**config.mk**
```make
export PLATFORM = sky130hd
export DESIGN_NAME = html_entity_encoder_flat
export DESIGN_NICKNAME = d
export VERILOG_FILES = /design/src/hdl/hee_pkg.sv /design/src/hdl/hee_if.sv /design/src/hdl/hee_digit.sv /design/src/hdl/html_entity_encoder.sv /design/src/flat_wrapper.sv
export SDC_FILE = /design/constraint.sdc
export NUM_CORES = 1
export LEC_CHECK = 0
export ABC_AREA = 1
export BUFFER_PORTS_ARGS = -buffer_cell sky130_fd_sc_hd__clkbuf_2
export CORE_MARGIN = 2
export CORE_UTILIZATION = 55
export DETAILED_ROUTE_END_ITERATION = 16
export PLACE_DENSITY_LB_ADDON = 0.3
export SKIP_CTS_REPAIR_TIMING = 1
export SYNTH_ARGS = -nofsm -noshare
export SYNTH_HDL_FRONTEND = slang
export SYNTH_SLANG_ARGS = --single-unit
```
**constraint.sdc**
```tcl
create_clock -name clk -period 8.45 [get_ports clk]
set_input_delay 0.4225 -clock clk [delete_from_list [all_inputs] [get_ports clk]]
set_output_delay 0.4225 -clock clk [all_outputs]
set_load 0.02 [all_outputs]
```
**src/hdl/hee_pkg.sv**
```systemverilog
// Shared constants and helpers for the HTML entity encoder.
package hee_pkg;

    localparam int CP_W      = 21;
    localparam int CHAR_W    = 7;
    localparam int EXP_W     = 3;
    localparam int DIGIT_W   = 4;
    localparam int WEIGHT_W  = 24;
    localparam int MAX_EXP   = 6;

    typedef logic [CP_W-1:0]     cp_t;
    typedef logic [CHAR_W-1:0]   char_t;
    typedef logic [EXP_W-1:0]    exp_t;
    typedef logic [DIGIT_W-1:0]  digit_t;
    typedef logic [WEIGHT_W-1:0] weight_t;

    // Power of ten for decimal position k (0 is the units digit).
    function automatic weight_t pow10(input exp_t k);
        weight_t p;
        p = '0;
        case (k)
            3'd0:    p = 24'd1;
            3'd1:    p = 24'd10;
            3'd2:    p = 24'd100;
            3'd3:    p = 24'd1000;
            3'd4:    p = 24'd10000;
            3'd5:    p = 24'd100000;
            3'd6:    p = 24'd1000000;
            default: p = 24'd10000000;
        endcase
        return p;
    endfunction

    // d times the power of ten at position k; d is always a constant at the call site.
    function automatic weight_t digit_weight(input exp_t k, input digit_t d);
        weight_t w;
        w = WEIGHT_W'(d) * pow10(k);
        return w;
    endfunction

endpackage

```
**src/hdl/hee_if.sv**
```systemverilog
// Valid/ready channel interfaces for code points in and characters out.
interface hee_in_if;
    logic         valid;
    logic         ready;
    hee_pkg::cp_t code_point;

    modport source (output valid, output code_point, input ready);
    modport sink   (input valid, input code_point, output ready);
endinterface

interface hee_out_if;
    logic           valid;
    logic           ready;
    hee_pkg::char_t out_char;
    logic           last_char;

    modport source (output valid, output out_char, output last_char, input ready);
    modport sink   (input valid, input out_char, input last_char, output ready);
endinterface

```
**src/hdl/hee_digit.sv**
```systemverilog
// One decimal digit step: extracts the digit at a given position and the remainder.
module hee_digit (
    input  hee_pkg::cp_t    rem,
    input  hee_pkg::exp_t   exp_pos,
    output hee_pkg::digit_t digit,
    output hee_pkg::cp_t    rem_next
);

    hee_pkg::weight_t rem_wide;
    hee_pkg::weight_t sub;
    logic [9:1]       ge;

    assign rem_wide = hee_pkg::WEIGHT_W'(rem);

    // The remainder is always below ten times the current power, so at most
    // nine multiples fit and the count of matching compares is the digit.
    always_comb
    begin
        digit = '0;
        sub   = '0;
        for (int d = 1; d <= 9; d++)
        begin
            ge[d] = rem_wide >= hee_pkg::digit_weight(exp_pos, hee_pkg::DIGIT_W'(d));
            if (ge[d])
            begin
                digit = hee_pkg::DIGIT_W'(d);
                sub   = hee_pkg::digit_weight(exp_pos, hee_pkg::DIGIT_W'(d));
            end
        end
    end

    assign rem_next = hee_pkg::CP_W'(rem_wide - sub);

endmodule

```
**src/hdl/html_entity_encoder.sv**
```systemverilog
// HTML entity encoder: one code point in, its escaped ASCII form out one character at a time.
//
// cp_in carries one 21-bit code point per transaction; ch_out carries one 7-bit
// ASCII character per transaction, with last_char set on the final character of
// that code point. Code points above 127 come out as "&#", the decimal value and
// ";" (up to 10 characters). '&' always becomes "&amp;"; '"' becomes "&quot;"
// when escape_quote is set; '<' and '>' become "&lt;"/"&gt;" when escape_tags is
// set. Everything else passes through as one character. The APB port holds
// escape_quote at address 0 and escape_tags at address 4 (bit 0); write them
// only while the block is idle.
// After a code point is accepted, its first character passes through the sequencer
// register and then the output register. A code point that expands to N characters
// holds the sequencer until its last character is produced; plain characters sustain
// one code point per cycle while ch_out is ready, and the next code point is taken in
// the cycle its predecessor's last character is produced.
// Reset sets both escape controls to 1 and empties the pipeline.
// When ch_out is not ready, the output register holds its character, the
// sequencer waits and cp_in deasserts ready once the sequencer is occupied.
module html_entity_encoder (
    input  logic               clk,
    input  logic               rst_n,
    input  logic               psel,
    input  logic               penable,
    input  logic               pwrite,
    input  logic [2:0]         paddr,
    input  logic [31:0]        pwdata,
    output logic [31:0]        prdata,
    output logic               pready,
    hee_in_if.sink             cp_in,
    hee_out_if.source          ch_out
);

    localparam logic [2:0] KIND_PLAIN = 3'd0;
    localparam logic [2:0] KIND_NUM   = 3'd1;
    localparam logic [2:0] KIND_QUOT  = 3'd2;
    localparam logic [2:0] KIND_LT    = 3'd3;
    localparam logic [2:0] KIND_GT    = 3'd4;
    localparam logic [2:0] KIND_AMP   = 3'd5;

    localparam logic [2:0] POS_AMP  = 3'd0;
    localparam logic [2:0] POS_HASH = 3'd1;
    localparam logic [2:0] POS_DIG  = 3'd2;
    localparam logic [2:0] POS_SEMI = 3'd3;

    localparam hee_pkg::char_t CH_AMP   = 7'h26;
    localparam hee_pkg::char_t CH_HASH  = 7'h23;
    localparam hee_pkg::char_t CH_SEMI  = 7'h3b;
    localparam hee_pkg::char_t CH_QUOTE = 7'h22;
    localparam hee_pkg::char_t CH_LT    = 7'h3c;
    localparam hee_pkg::char_t CH_GT    = 7'h3e;
    localparam hee_pkg::char_t CH_ZERO  = 7'h30;
    localparam hee_pkg::char_t CH_Q     = 7'h71;
    localparam hee_pkg::char_t CH_U     = 7'h75;
    localparam hee_pkg::char_t CH_O     = 7'h6f;
    localparam hee_pkg::char_t CH_T     = 7'h74;
    localparam hee_pkg::char_t CH_L     = 7'h6c;
    localparam hee_pkg::char_t CH_G     = 7'h67;
    localparam hee_pkg::char_t CH_A     = 7'h61;
    localparam hee_pkg::char_t CH_M     = 7'h6d;
    localparam hee_pkg::char_t CH_P     = 7'h70;
    localparam hee_pkg::cp_t   ASCII_MAX = 21'd127;

    localparam logic ADDR_QUOTE = 1'b0;
    localparam logic ADDR_TAGS  = 1'b1;

    logic escape_quote_reg;
    logic escape_tags_reg;
    logic cfg_write;

    logic             item_valid_reg;
    logic [2:0]       kind_reg;
    hee_pkg::cp_t     cp_reg;
    hee_pkg::exp_t    exp_reg;
    logic [2:0]       pos_reg;

    logic             out_valid_reg;
    hee_pkg::char_t   out_char_reg;
    logic             out_last_reg;

    logic             advance;
    logic             take;
    hee_pkg::char_t   char_now;
    logic             last_now;
    logic [2:0]       kind_next;
    hee_pkg::exp_t    exp_next;
    hee_pkg::digit_t  digit;
    hee_pkg::cp_t     rem_next;

    // Configuration registers
    assign pready    = 1'b1;
    assign cfg_write = psel && penable && pwrite && pready;

    always_ff @(posedge clk or negedge rst_n)
    begin
        if (!rst_n)
        begin
            escape_quote_reg <= 1'b1;
            escape_tags_reg  <= 1'b1;
        end
        else if (cfg_write)
        begin
            if (paddr[2] == ADDR_QUOTE)
                escape_quote_reg <= pwdata[0];
            else
                escape_tags_reg <= pwdata[0];
        end
    end

    assign prdata = {31'd0, (paddr[2] == ADDR_TAGS) ? escape_tags_reg : escape_quote_reg};

    // Classify the incoming code point and find the position of its leading decimal digit.
    always_comb
    begin
        if (cp_in.code_point > ASCII_MAX)
            kind_next = KIND_NUM;
        else if (cp_in.code_point[6:0] == CH_QUOTE && escape_quote_reg)
            kind_next = KIND_QUOT;
        else if (cp_in.code_point[6:0] == CH_LT && escape_tags_reg)
            kind_next = KIND_LT;
        else if (cp_in.code_point[6:0] == CH_GT && escape_tags_reg)
            kind_next = KIND_GT;
        else if (cp_in.code_point[6:0] == CH_AMP)
            kind_next = KIND_AMP;
        else
            kind_next = KIND_PLAIN;

        exp_next = '0;
        for (int k = 1; k <= hee_pkg::MAX_EXP; k++)
        begin
            if (hee_pkg::WEIGHT_W'(cp_in.code_point) >= hee_pkg::pow10(hee_pkg::EXP_W'(k)))
                exp_next = exp_next + 3'd1;
        end
    end

    hee_digit u_digit (
        .rem      (cp_reg),
        .exp_pos  (exp_reg),
        .digit    (digit),
        .rem_next (rem_next)
    );

    // Character produced by the sequencer in its current step.
    always_comb
    begin
        char_now = cp_reg[6:0];
        last_now = 1'b0;
        unique case (kind_reg) inside
            KIND_PLAIN:
            begin
                char_now = cp_reg[6:0];
                last_now = 1'b1;
            end
            KIND_NUM:
            begin
                case (pos_reg)
                    POS_AMP:  char_now = CH_AMP;
                    POS_HASH: char_now = CH_HASH;
                    POS_DIG:  char_now = CH_ZERO + hee_pkg::CHAR_W'(digit);
                    default:  char_now = CH_SEMI;
                endcase
                last_now = (pos_reg == POS_SEMI);
            end
            KIND_QUOT:
            begin
                case (pos_reg)
                    3'd0:    char_now = CH_AMP;
                    3'd1:    char_now = CH_Q;
                    3'd2:    char_now = CH_U;
                    3'd3:    char_now = CH_O;
                    3'd4:    char_now = CH_T;
                    default: char_now = CH_SEMI;
                endcase
                last_now = (pos_reg == 3'd5);
            end
            KIND_LT, KIND_GT:
            begin
                case (pos_reg)
                    3'd0:    char_now = CH_AMP;
                    3'd1:    char_now = (kind_reg == KIND_LT) ? CH_L : CH_G;
                    3'd2:    char_now = CH_T;
                    default: char_now = CH_SEMI;
                endcase
                last_now = (pos_reg == 3'd3);
            end
            KIND_AMP:
            begin
                case (pos_reg)
                    3'd0:    char_now = CH_AMP;
                    3'd1:    char_now = CH_A;
                    3'd2:    char_now = CH_M;
                    3'd3:    char_now = CH_P;
                    default: char_now = CH_SEMI;
                endcase
                last_now = (pos_reg == 3'd4);
            end
            default:
            begin
                char_now = cp_reg[6:0];
                last_now = 1'b1;
            end
        endcase
    end

    assign advance     = item_valid_reg && (!out_valid_reg || ch_out.ready);
    assign cp_in.ready = !item_valid_reg || (advance && last_now);
    assign take        = cp_in.valid && cp_in.ready;

    // Sequencer: holds the code point being expanded.
    always_ff @(posedge clk or negedge rst_n)
    begin
        if (!rst_n)
            item_valid_reg <= 1'b0;
        else if (take)
            item_valid_reg <= 1'b1;
        else if (advance && last_now)
            item_valid_reg <= 1'b0;
    end

    always_ff @(posedge clk)
    begin
        if (take)
        begin
            kind_reg <= kind_next;
            cp_reg   <= cp_in.code_point;
            exp_reg  <= exp_next;
            pos_reg  <= '0;
        end
        else if (advance && !last_now)
        begin
            if (kind_reg == KIND_NUM && pos_reg == POS_DIG)
            begin
                cp_reg <= rem_next;
                if (exp_reg == '0)
                    pos_reg <= POS_SEMI;
                else
                    exp_reg <= exp_reg - 3'd1;
            end
            else
            begin
                pos_reg <= pos_reg + 3'd1;
            end
        end
    end

    // Output register
    always_ff @(posedge clk or negedge rst_n)
    begin
        if (!rst_n)
            out_valid_reg <= 1'b0;
        else if (advance)
            out_valid_reg <= 1'b1;
        else if (ch_out.ready)
            out_valid_reg <= 1'b0;
    end

    always_ff @(posedge clk)
    begin
        if (advance)
        begin
            out_char_reg <= char_now;
            out_last_reg <= last_now;
        end
    end

    assign ch_out.valid     = out_valid_reg;
    assign ch_out.out_char  = out_char_reg;
    assign ch_out.last_char = out_last_reg;

endmodule
```
**src/flat_wrapper.sv**
```systemverilog
// flat-port wrapper written by rule: the top's interface ports become plain ports
module html_entity_encoder_flat 
  (clk, rst_n, psel, penable, pwrite, paddr, pwdata, prdata, pready, cp_in_valid, cp_in_code_point, cp_in_ready, ch_out_valid, ch_out_out_char, ch_out_last_char, ch_out_ready);
  hee_in_if cp_in_i ();
  hee_out_if ch_out_i ();
  input  logic clk;
  input  logic rst_n;
  input  logic psel;
  input  logic penable;
  input  logic pwrite;
  input  logic [2:0] paddr;
  input  logic [31:0] pwdata;
  output logic [31:0] prdata;
  output logic pready;
  input wire logic [$bits(cp_in_i.valid)-1:0] cp_in_valid;
  input wire logic [$bits(cp_in_i.code_point)-1:0] cp_in_code_point;
  output wire logic [$bits(cp_in_i.ready)-1:0] cp_in_ready;
  output wire logic [$bits(ch_out_i.valid)-1:0] ch_out_valid;
  output wire logic [$bits(ch_out_i.out_char)-1:0] ch_out_out_char;
  output wire logic [$bits(ch_out_i.last_char)-1:0] ch_out_last_char;
  input wire logic [$bits(ch_out_i.ready)-1:0] ch_out_ready;
  assign cp_in_i.valid = cp_in_valid;
  assign cp_in_i.code_point = cp_in_code_point;
  assign cp_in_ready = cp_in_i.ready;
  assign ch_out_valid = ch_out_i.valid;
  assign ch_out_out_char = ch_out_i.out_char;
  assign ch_out_last_char = ch_out_i.last_char;
  assign ch_out_i.ready = ch_out_ready;
  html_entity_encoder u_core (.clk(clk), .rst_n(rst_n), .psel(psel), .penable(penable), .pwrite(pwrite), .paddr(paddr), .pwdata(pwdata), .prdata(prdata), .pready(pready), .cp_in(cp_in_i), .ch_out(ch_out_i));
endmodule
```
==> results.tsv, run 1 <==
stage	metric	value	unit
run_status	run status	completed	
drt	drt wl/cell	18.98	um
setup_path	Critical Path Start Type	flip-flop	
floorplanning	die area	22890	sq um
timing	Slew headroom	39.59	%
logic_synthesis	area share of the largest cell type after synthesis	27.78	%
grt	vias in the first global route	12216	
layout	Register Area	1214	sq um
logic_synthesis	Post-synth EDFFs	35	
place	GP Congestion	1.001	
grt	antenna violations before repair	0	
timing	final-report max-slew violation count	0	
timing	post-route minimum period	7929	ps
grt	global-route wire length before repair	63.90	mm
setup_path	Worst setup EP type	flip-flop	
run	Max Cap Viol	0	
setup_path	Worst Path Arrival	7980	ps
clocking	Clk Latency, worst-skew pair	290	ps
logic_synthesis	mean cell area of the mapped netlist	6.630	sq um
layout	Post-Route Utilization	62.52	%
drt	Post-route DRC	0	
timing	Tcrit/Tclk final	93.84	%
clocking	CTS clk-pin slew, worst paths	60	ps
layout	Area Growth Syn to Fin	10.83	%
place	number of port buffers	40	
floorplanning	die span in y	151.3	um
setup_path	data required time of the worst path	8500	ps
timing	Setup violations, final	0	
logic_synthesis	Top FF cell, synth	edfxtp_1	
grt	Total GRT Usage	36.26	%
layout	Multi-input gate area	9709	sq um
timing	Achievable Freq	126.1	MHz
setup_path	CP peak stage delay	450	ps
setup_path	worst-path fanout max	14	
logic_synthesis	Post-synth ARST share	9.524	%
floorplanning	I/O Pins	106	
logic_synthesis	cell taking the most area after synthesis	ha_1	
floorplanning	core area	21150	sq um
clocking	Num CTS Buffers	5	
drt	Iter 0 DRT Violations	979	
logic_synthesis	Cell Area, Synth	11930	sq um
setup_path	worst setup path class	reg -> reg	
logic_synthesis	count leader, synth	nand2_1	
timing	Worst-Margin Slew	904.0	ps
clocking	clock buffer depth	2	
setup_path	Most common cell on crit path	nand2_1	
drt	final WL	41.45	mm
layout	# diodes	0	
clocking	CTS sink count	42	
floorplanning	width of the die	151.3	um
logic_synthesis	Unique masters post-synth	62	
layout	nets@finish	2243	
drt	Vias per Instance	5.906	
drt	Vias	12899	
grt	Overflow after GRT	0	
grt	largest net degree at the start of global routing	50	
worst_hold_path	worst min-delay path class	in -> reg	
logic_synthesis	top post-synthesis cells by count	nand2_1, ha_1, inv_1	
drt	post-route ant nets	0	
clocking	Clock Tree Root	clkbuf_16	
logic_synthesis	Synth area leaders	ha_1, nand2_1, edfxtp_1	
clocking	CTS H-tree depth	2	
logic_synthesis	Synth Instances	1800	
place	DP HPWL	33.99	mm
floorplanning	Rows	53	
layout	share of cells above drive strength 1	11.94	%
logic_synthesis	sequential fraction of the synthesis area	10.17	%
logic_synthesis	Warnings, synthesis	0	
drt	Detailed Routing Iterations Pass 1	5	
timing	Hold Violations, Final	0	
setup_path	Worst path slowest cell	edfxtp_1	
clocking	CTS tree	built	
logic_synthesis	Yosys reg bits	42	
layout	Largest register FFs	21	
layout	filler cell count	2082	
floorplanning	Initial Util	56.41	%
timing	clock skew	5.172	ps
worst max-delay path: cells and delay by family (launching register included):
kind | cells | cell delay (ps)
simple gates | 27 | 2290
compound gates | 16 | 2280
fa+ha+maj | 6 | 1750
buf+inv | 6 | 610
flops | 1 | 450
xor+xnor | 1 | 270
layer usage:
| metal | track usage (%) | share of wire (%) | vias up |
|---|---|---|---|
| li1 | - | - | 6290 |
| met1 | 46.38 | 41 | 5875 |
| met2 | 59.66 | 45 | 607 |
| met3 | 5.542 | 8.6 | 127 |
| met4 | 17.34 | 5.0 | 0 |
| met5 | 0 | 0 | - |
metrics by stage:
step	setup WS (ps)	instances	hold slack [ps]	area (sq um)	setup TNS, ps
2_1_floorplan	15.03	1833	126.9	12060	0
3_3_place_gp	115.2	2173	232.8	12900	0
3_5_place_dp	-2.888	2173	234.0	12900	-2.888
4_1_cts	-36.78	2181	-75.09	13050	-40.80
5_1_grt	-31.85	2184	348.1	13230	-31.85
6_report	520.6	2184	340.1	13230	0
logic make-up after synthesis:
kind of cell | after synthesis | share of synthesized area (%)
fa+ha+maj | 272 | 28.96
simple gates | 705 | 25.43
other cells | 2 | 0.06293
flops | 42 | 10.17
xor+xnor | 70 | 5.137
buf+inv | 296 | 10.74
compound gates | 413 | 19.50
layout by cell type, fill, tap and decap left out, types with 6 or more instances in the layout:
master,instances
a21oi_2,7
o21ai_0,76
inv_1,209
a21oi_1,202
edfxtp_1,35
xnor2_1,21
inv_2,14
o211ai_1,16
o21bai_1,6
nor3_1,27
clkbuf_2,40
conb_1,35
nand3_1,66
nor2_1,119
ha_1,260
o22ai_1,9
nand2_2,9
o21ai_1,31
buf_4,92
nand2_1,411
nand4_1,29
xor2_1,48
o21a_1,7
or2_2,9
fa_1,7
a211oi_1,11
a31oi_1,7
layout make-up:
class / count / share of cell area, %
clock buffers: 5 / 0.9460
clock inverters: 3 / 0.1419
inverters: 227 / 6.480
multi-input cells: 1495 / 73.41
flip-flops and latches: 42 / 9.176
well taps: 275 / 2.601
repair buffers: 137 / 7.246
final timing paths:
check | slack (ps) | cells after the start | to | startpoint
worst max-delay path | 520 | 56 | u_core.cp_reg[20] | u_core.exp_reg[1]
worst min-delay path | 340 | 2 | u_core.escape_tags_reg | paddr[2]
worst max register to register | 520 | 56 | u_core.cp_reg[20] | u_core.exp_reg[1]
worst min register to register | 470 | 2 | u_core.ch_out.valid | u_core.item_valid_reg
max in group asynchronous | 7770 | 2 | u_core.escape_quote_reg | rst_n
min in group asynchronous | 470 | 2 | u_core.item_valid_reg | rst_n
Power of run 1 is left out: the tool's default activity adds up to more than one toggle a clock period on the data nets, which glitch-free logic cannot reach.
==> run 2: changes to the inputs <==
Settings changed: CELL_PAD_IN_SITES_DETAIL_PLACEMENT from default to 1, CELL_PAD_IN_SITES_GLOBAL_PLACEMENT from default to 1, CORE_UTILIZATION 55 to 41.
==> run 2 against run 1 <==
Compared with the run above: critical path depth up 1; first-iteration DRC count grew 3.2%; sequential cell count stayed put; via count increased by 3.2%; clock skew increased by 5.9 ps; design area grew 2.2%; worst hold slack worse by 21 ps; count of clock-buffer cells in the layout rose by 2; critical path type unchanged; largest cell class unchanged; highest routed layer unchanged.
==> results.tsv, run 2 (same netlist as run 1, synthesis figures left out) <==
stage	metric	value	unit	change
floorplanning	die span in y	174.6	um	+15%
clocking	clock buffer depth	2		unchanged
clocking	CTS H-tree depth	2		unchanged
drt	Post-route DRC	0		unchanged
layout	most common cell after layout, fill and taps aside	nand2_1		
setup_path	CP peak stage delay	400	ps	-50 ps
timing	final-report max-slew violation count	0		unchanged
grt	vias in the first global route	13936		+14%
layout	cell area after layout	13510	sq um	+2.2%
setup_path	Reg2Reg Setup Slack	430	ps	-90 ps
grt	global-route wire length before repair	74.85	mm	+17%
floorplanning	I/O Pins	106		unchanged
timing	smallest setup slack after layout	434.3	ps	-86.30 ps
clocking	Clock Tree Root	clkbuf_16		
setup_path	Most common cell on crit path	nand2_1		
timing	Hold Violations, Final	0		unchanged
place	DP HPWL	39.72	mm	+17%
drt	final WL	48.45	mm	+17%
timing	Achievable Freq	124.8	MHz	-1.1%
layout	filler cell count	3833		+84%
layout	Area Growth Syn to Fin	13.24	%	
clocking	Num CTS Buffers	5		unchanged
timing	Slew headroom	32.99	%	-6.6 points
worst_hold_path	worst min-delay path class	in -> reg		
drt	Vias	13310		+3.2%
layout	Largest register FFs	21		unchanged
floorplanning	core area	28700	sq um	+36%
place	dpl cell area	13140	sq um	+1.9%
floorplanning	width of the die	174.6	um	+15%
layout	# diodes	0		unchanged
layout	nets@finish	2258		+0.67%
clocking	CTS sink count	42		unchanged
run	Max Cap Viol	0		unchanged
layout	share of cells above drive strength 1	12.79	%	+0.84 points
floorplanning	Initial Util	41.58	%	-15 points
layout	most frequent cells in the layout	nand2_1, ha_1, inv_1		
floorplanning	die area	30490	sq um	+33%
clocking	CTS tree	built		
timing	post-route minimum period	8016	ps	+86.30 ps
grt	antenna violations before repair	0		unchanged
timing	Worst-Margin Slew	1003	ps	+98.72 ps
drt	drt wl/cell	20.99	um	+11%
floorplanning	Rows	62		+17%
timing	Setup violations, final	0		unchanged
clocking	Clk Latency, worst-skew pair	290	ps	about the same
setup_path	Worst path slowest cell	fa_1		
grt	largest net degree at the start of global routing	50		unchanged
timing	clock skew	11.03	ps	+5.854 ps
setup_path	worst setup path class	reg -> reg		
grt	Overflow after GRT	0		unchanged
place	number of port buffers	40		unchanged
setup_path	Worst Path Arrival	8070	ps	+90 ps
timing	Tcrit/Tclk final	94.86	%	+1.0 points
setup_path	data required time of the worst path	8500	ps	about the same
grt	Total GRT Usage	31.16	%	-5.1 points
run_status	run status	completed		
setup_path	worst-path fanout max	5		-9
place	GP Congestion	0.9636		-3.8%
setup_path	Critical Path Start Type	flip-flop		
drt	Detailed Routing Iterations Pass 1	5		unchanged
drt	Vias per Instance	5.767		-2.4%
clocking	CTS clk-pin slew, worst paths	70	ps	about the same
drt	post-route ant nets	0		unchanged
setup_path	Worst setup EP type	flip-flop		
place	setup slack at placement	-114.7	ps	-111.8 ps
drt	Iter 0 DRT Violations	1010		+3.2%
## run 2: layout make-up
type	count	area [sq um]	share of cell area (%)
inverter	227	857.1	6.342
tap	384	480.5	3.555
clock buffer	7	132.6	0.9814
timing repair buffer	152	1066	7.888
multi-input combinational	1495	9734	72.03
sequential	42	1214	8.981
clock inverter	1	30.03	0.2222
## run 2: layer usage
metal | wire (um) | global-route usage [%]
met1 | 20000 | 39.10
met2 | 23550 | 55.22
met3 | 2897 | 2.589
met4 | 2004 | 12.36
met5 | 0 | 0
## run 2: worst paths after layout
| kind | startpoint | end | cells after the start |
|---|---|---|---|
| setup / recovery | u_core.exp_reg[0] | u_core.cp_reg[20] | 57 |
| hold / removal | paddr[2] | u_core.escape_tags_reg | 2 |
| setup reg to reg | u_core.exp_reg[0] | u_core.cp_reg[20] | 57 |
| hold reg to reg | u_core.item_valid_reg | u_core.ch_out.valid | 2 |
| max in group asynchronous | rst_n | u_core.escape_tags_reg | 2 |
| min in group asynchronous | rst_n | u_core.item_valid_reg | 2 |
## run 2: worst max-delay path, delay by kind of cell, from the launching register on
kind                     cells  cell delay [ps]
AND/OR/NAND/NOR             28             2510
AO/OA/AOI/OAI               15             2030
adder cells (fa/ha/maj)      7             2010
buffers and inverters        6              590
flip-flops                   1              390
XOR/XNOR                     1              260
## run 2: through the flow
stage               TNS, ps  instances  hold WS [ps]  utilization, %
finish                    0       2308         319.6           47.08
global placement          0       2297         233.0           45.79
detailed placement   -114.7       2297         236.6           45.79
global route         -40.22       2308         341.0           47.08
floorplan                 0       1833         126.9               -
CTS                  -133.5       2305        -72.53           46.36
Power of run 2 is left out for the same reason.
==> run 3: changes to the inputs <==
Settings changed: CELL_PAD_IN_SITES_DETAIL_PLACEMENT 1 to default, CELL_PAD_IN_SITES_GLOBAL_PLACEMENT 1 to default, CORE_UTILIZATION 41 to 55, GPL_TIMING_DRIVEN from default to 0.
==> run 3 against run 2 <==
Compared with the run above: the flow now finishes with violations (negative setup slack); routed wire length is 11% lower; non-clock buffer count grew 23; setup slack worse by 510 ps; sequential share of layout area is 0.20 points lower; global-route usage increased by 5.6 points; fmax fell by 5.9%; die area fell by 25%; critical path depth is 3 higher; sequential cell count unchanged; register-to-register slack worse by 510 ps; count of clock-buffer cells in the layout down 2; design area grew 2.2%; critical endpoint unchanged.
==> results.tsv, run 3 (same netlist as run 1, synthesis figures left out) <==
stage	metric	value	unit	change
run_status	run status	complete, but fails checks		
run_status	failing checks	negative setup slack		
setup_path	data required time of the worst path	8610	ps	+110 ps
clocking	CTS tree	built		
setup_path	Worst setup EP type	flip-flop		
run	Max Cap Viol	0		unchanged
timing	Worst-Margin Slew	1412	ps	+409.0 ps
setup_path	Worst path slowest cell	edfxtp_1		
grt	vias in the first global route	12151		-13%
clocking	Clk Latency, worst-skew pair	290	ps	about the same
grt	Total GRT Usage	36.79	%	+5.6 points
clocking	Num CTS Buffers	5		unchanged
setup_path	Reg-to-Reg End	u_core.cp_reg[20]		
layout	share of cells above drive strength 1	15.36	%	+2.6 points
layout	# diodes	0		unchanged
setup_path	Most common cell on crit path	nand2_2		
place	GP Congestion	1.020		+5.8%
setup_path	Worst Path Arrival	8690	ps	+620 ps
layout	Area Growth Syn to Fin	15.77	%	
drt	Vias per Instance	5.969		+3.5%
clocking	Clock Tree Root	clkbuf_16		
setup_path	Critical Path Start Type	flip-flop		
floorplanning	core area	21150	sq um	-26%
timing	Achievable Freq	117.4	MHz	-5.9%
setup_path	worst setup path class	reg -> reg		
place	DP HPWL	34.37	mm	-13%
drt	Iter 0 DRT Violations	1100		+8.9%
worst_hold_path	WHS Endpoint	u_core.escape_tags_reg		
layout	filler cell count	1939		-49%
drt	Detailed Routing Iterations Pass 1	12		+7
drt	post-route ant nets	0		unchanged
grt	global-route wire length before repair	64.69	mm	-14%
worst_hold_path	WHS Path Cells	2		unchanged
timing	clock skew	10.74	ps	-0.2881 ps
floorplanning	die area	22890	sq um	-25%
setup_path	RR Startpoint	u_core.exp_reg[0]		
drt	drt wl/cell	19.50	um	-7.1%
setup_path	CP peak stage delay	490	ps	+90 ps
grt	antenna violations before repair	0		unchanged
timing	hold slack	304.1	ps	-15.54 ps
place	number of port buffers	40		unchanged
timing	RSZ-0062 raised after global routing	yes		
clocking	CTS clk-pin slew, worst paths	70	ps	about the same
setup_path	worst-path fanout max	6		+1
timing	final-report max-slew violation count	0		unchanged
floorplanning	Initial Util	56.41	%	+15 points
drt	Vias	13264		-0.35%
worst_hold_path	worst min-delay path class	in -> reg		
floorplanning	width of the die	151.3	um	-13%
timing	Slew headroom	4.647	%	-28 points
timing	Hold Violations, Final	0		unchanged
timing	Tcrit/Tclk final	100.8	%	+6.0 points
timing	post-route minimum period	8521	ps	+505.4 ps
floorplanning	die span in y	151.3	um	-13%
grt	Overflow after GRT	0		unchanged
setup_path	Reg2Reg Setup Slack	-70	ps	-510 ps
floorplanning	Rows	53		-15%
layout	most common cell after layout, fill and taps aside	nand2_1		
clocking	CTS sink count	42		unchanged
worst_hold_path	hold wc startpoint	paddr[2]		
layout	most frequent cells in the layout	nand2_1, ha_1, inv_1		
timing	Setup violations, final	1		+1
floorplanning	I/O Pins	106		unchanged
setup_path	worst reg2reg path depth	60		+5.3%
timing	smallest setup slack after layout	-71.09	ps	-505.4 ps
grt	largest net degree at the start of global routing	22		-56%
drt	final WL	43.33	mm	-11%
clocking	CTS H-tree depth	2		unchanged
layout	nets@finish	2281		+1.0%
layout	Largest register FFs	21		unchanged
drt	Post-route DRC	0		unchanged
clocking	clock buffer depth	2		unchanged
==> run 3: metrics by stage <==
stage | setup slack [ps] | setup TNS (ps) | area (sq um) | std cells | util (%)
after global routing | -416.4 | -929.3 | 13820 | 2222 | 65.31
after floorplan | 15.03 | 0 | 12060 | 1833 | -
final | -71.09 | -71.09 | 13820 | 2222 | 65.31
after CTS | -2826 | -31760 | 12750 | 2156 | 60.25
after detailed placement | -2804 | -31010 | 12600 | 2148 | 59.57
after global placement | -2755 | -31170 | 12600 | 2148 | 59.57
==> run 3: layout make-up <==
| type | count | area (sq um) | share of cell area, % |
|---|---|---|---|
| buffer | 69 | 496.7 | 3.595 |
| clock buffer | 5 | 125.1 | 0.9056 |
| clock inverter | 3 | 18.77 | 0.1358 |
| inverter | 227 | 889.6 | 6.439 |
| multi-input combinational | 1495 | 10020 | 72.50 |
| sequential | 42 | 1214 | 8.785 |
| tap | 275 | 344.1 | 2.490 |
| timing repair buffer | 106 | 710.7 | 5.144 |
==> run 3: how the worst max path moves through the flow <==
stage	startpoint	endpoint	depth (start not counted)
6_report	u_core.exp_reg[0]	u_core.cp_reg[20]	60
5_1_grt	u_core.exp_reg[1]	u_core.cp_reg[20]	59
4_1_cts	u_core.exp_reg[1]	u_core.cp_reg[20]	59
3_5_place_dp	u_core.exp_reg[1]	u_core.cp_reg[20]	59
3_3_place_gp	u_core.exp_reg[1]	u_core.cp_reg[20]	59
2_1_floorplan	u_core.exp_reg[1]	u_core.cp_reg[20]	59
==> run 3: critical path: cells and delay by family, from the launching register on <==
family / cells / cell delay [ps]
adder cells (fa/ha/maj): 7 / 1810
AND/OR/NAND/NOR: 28 / 2600
buffers and inverters: 9 / 1010
AO/OA/AOI/OAI: 15 / 2170
XOR/XNOR: 1 / 260
flip-flops: 1 / 490
==> run 3: layer usage <==
layer	part of all wire, %	track usage, %
met3	9.0	3.434
met5	0	0
met2	45	61.18
met1	40	47.08
met4	6.0	19.63
Power of run 3 is left out for the same reason.
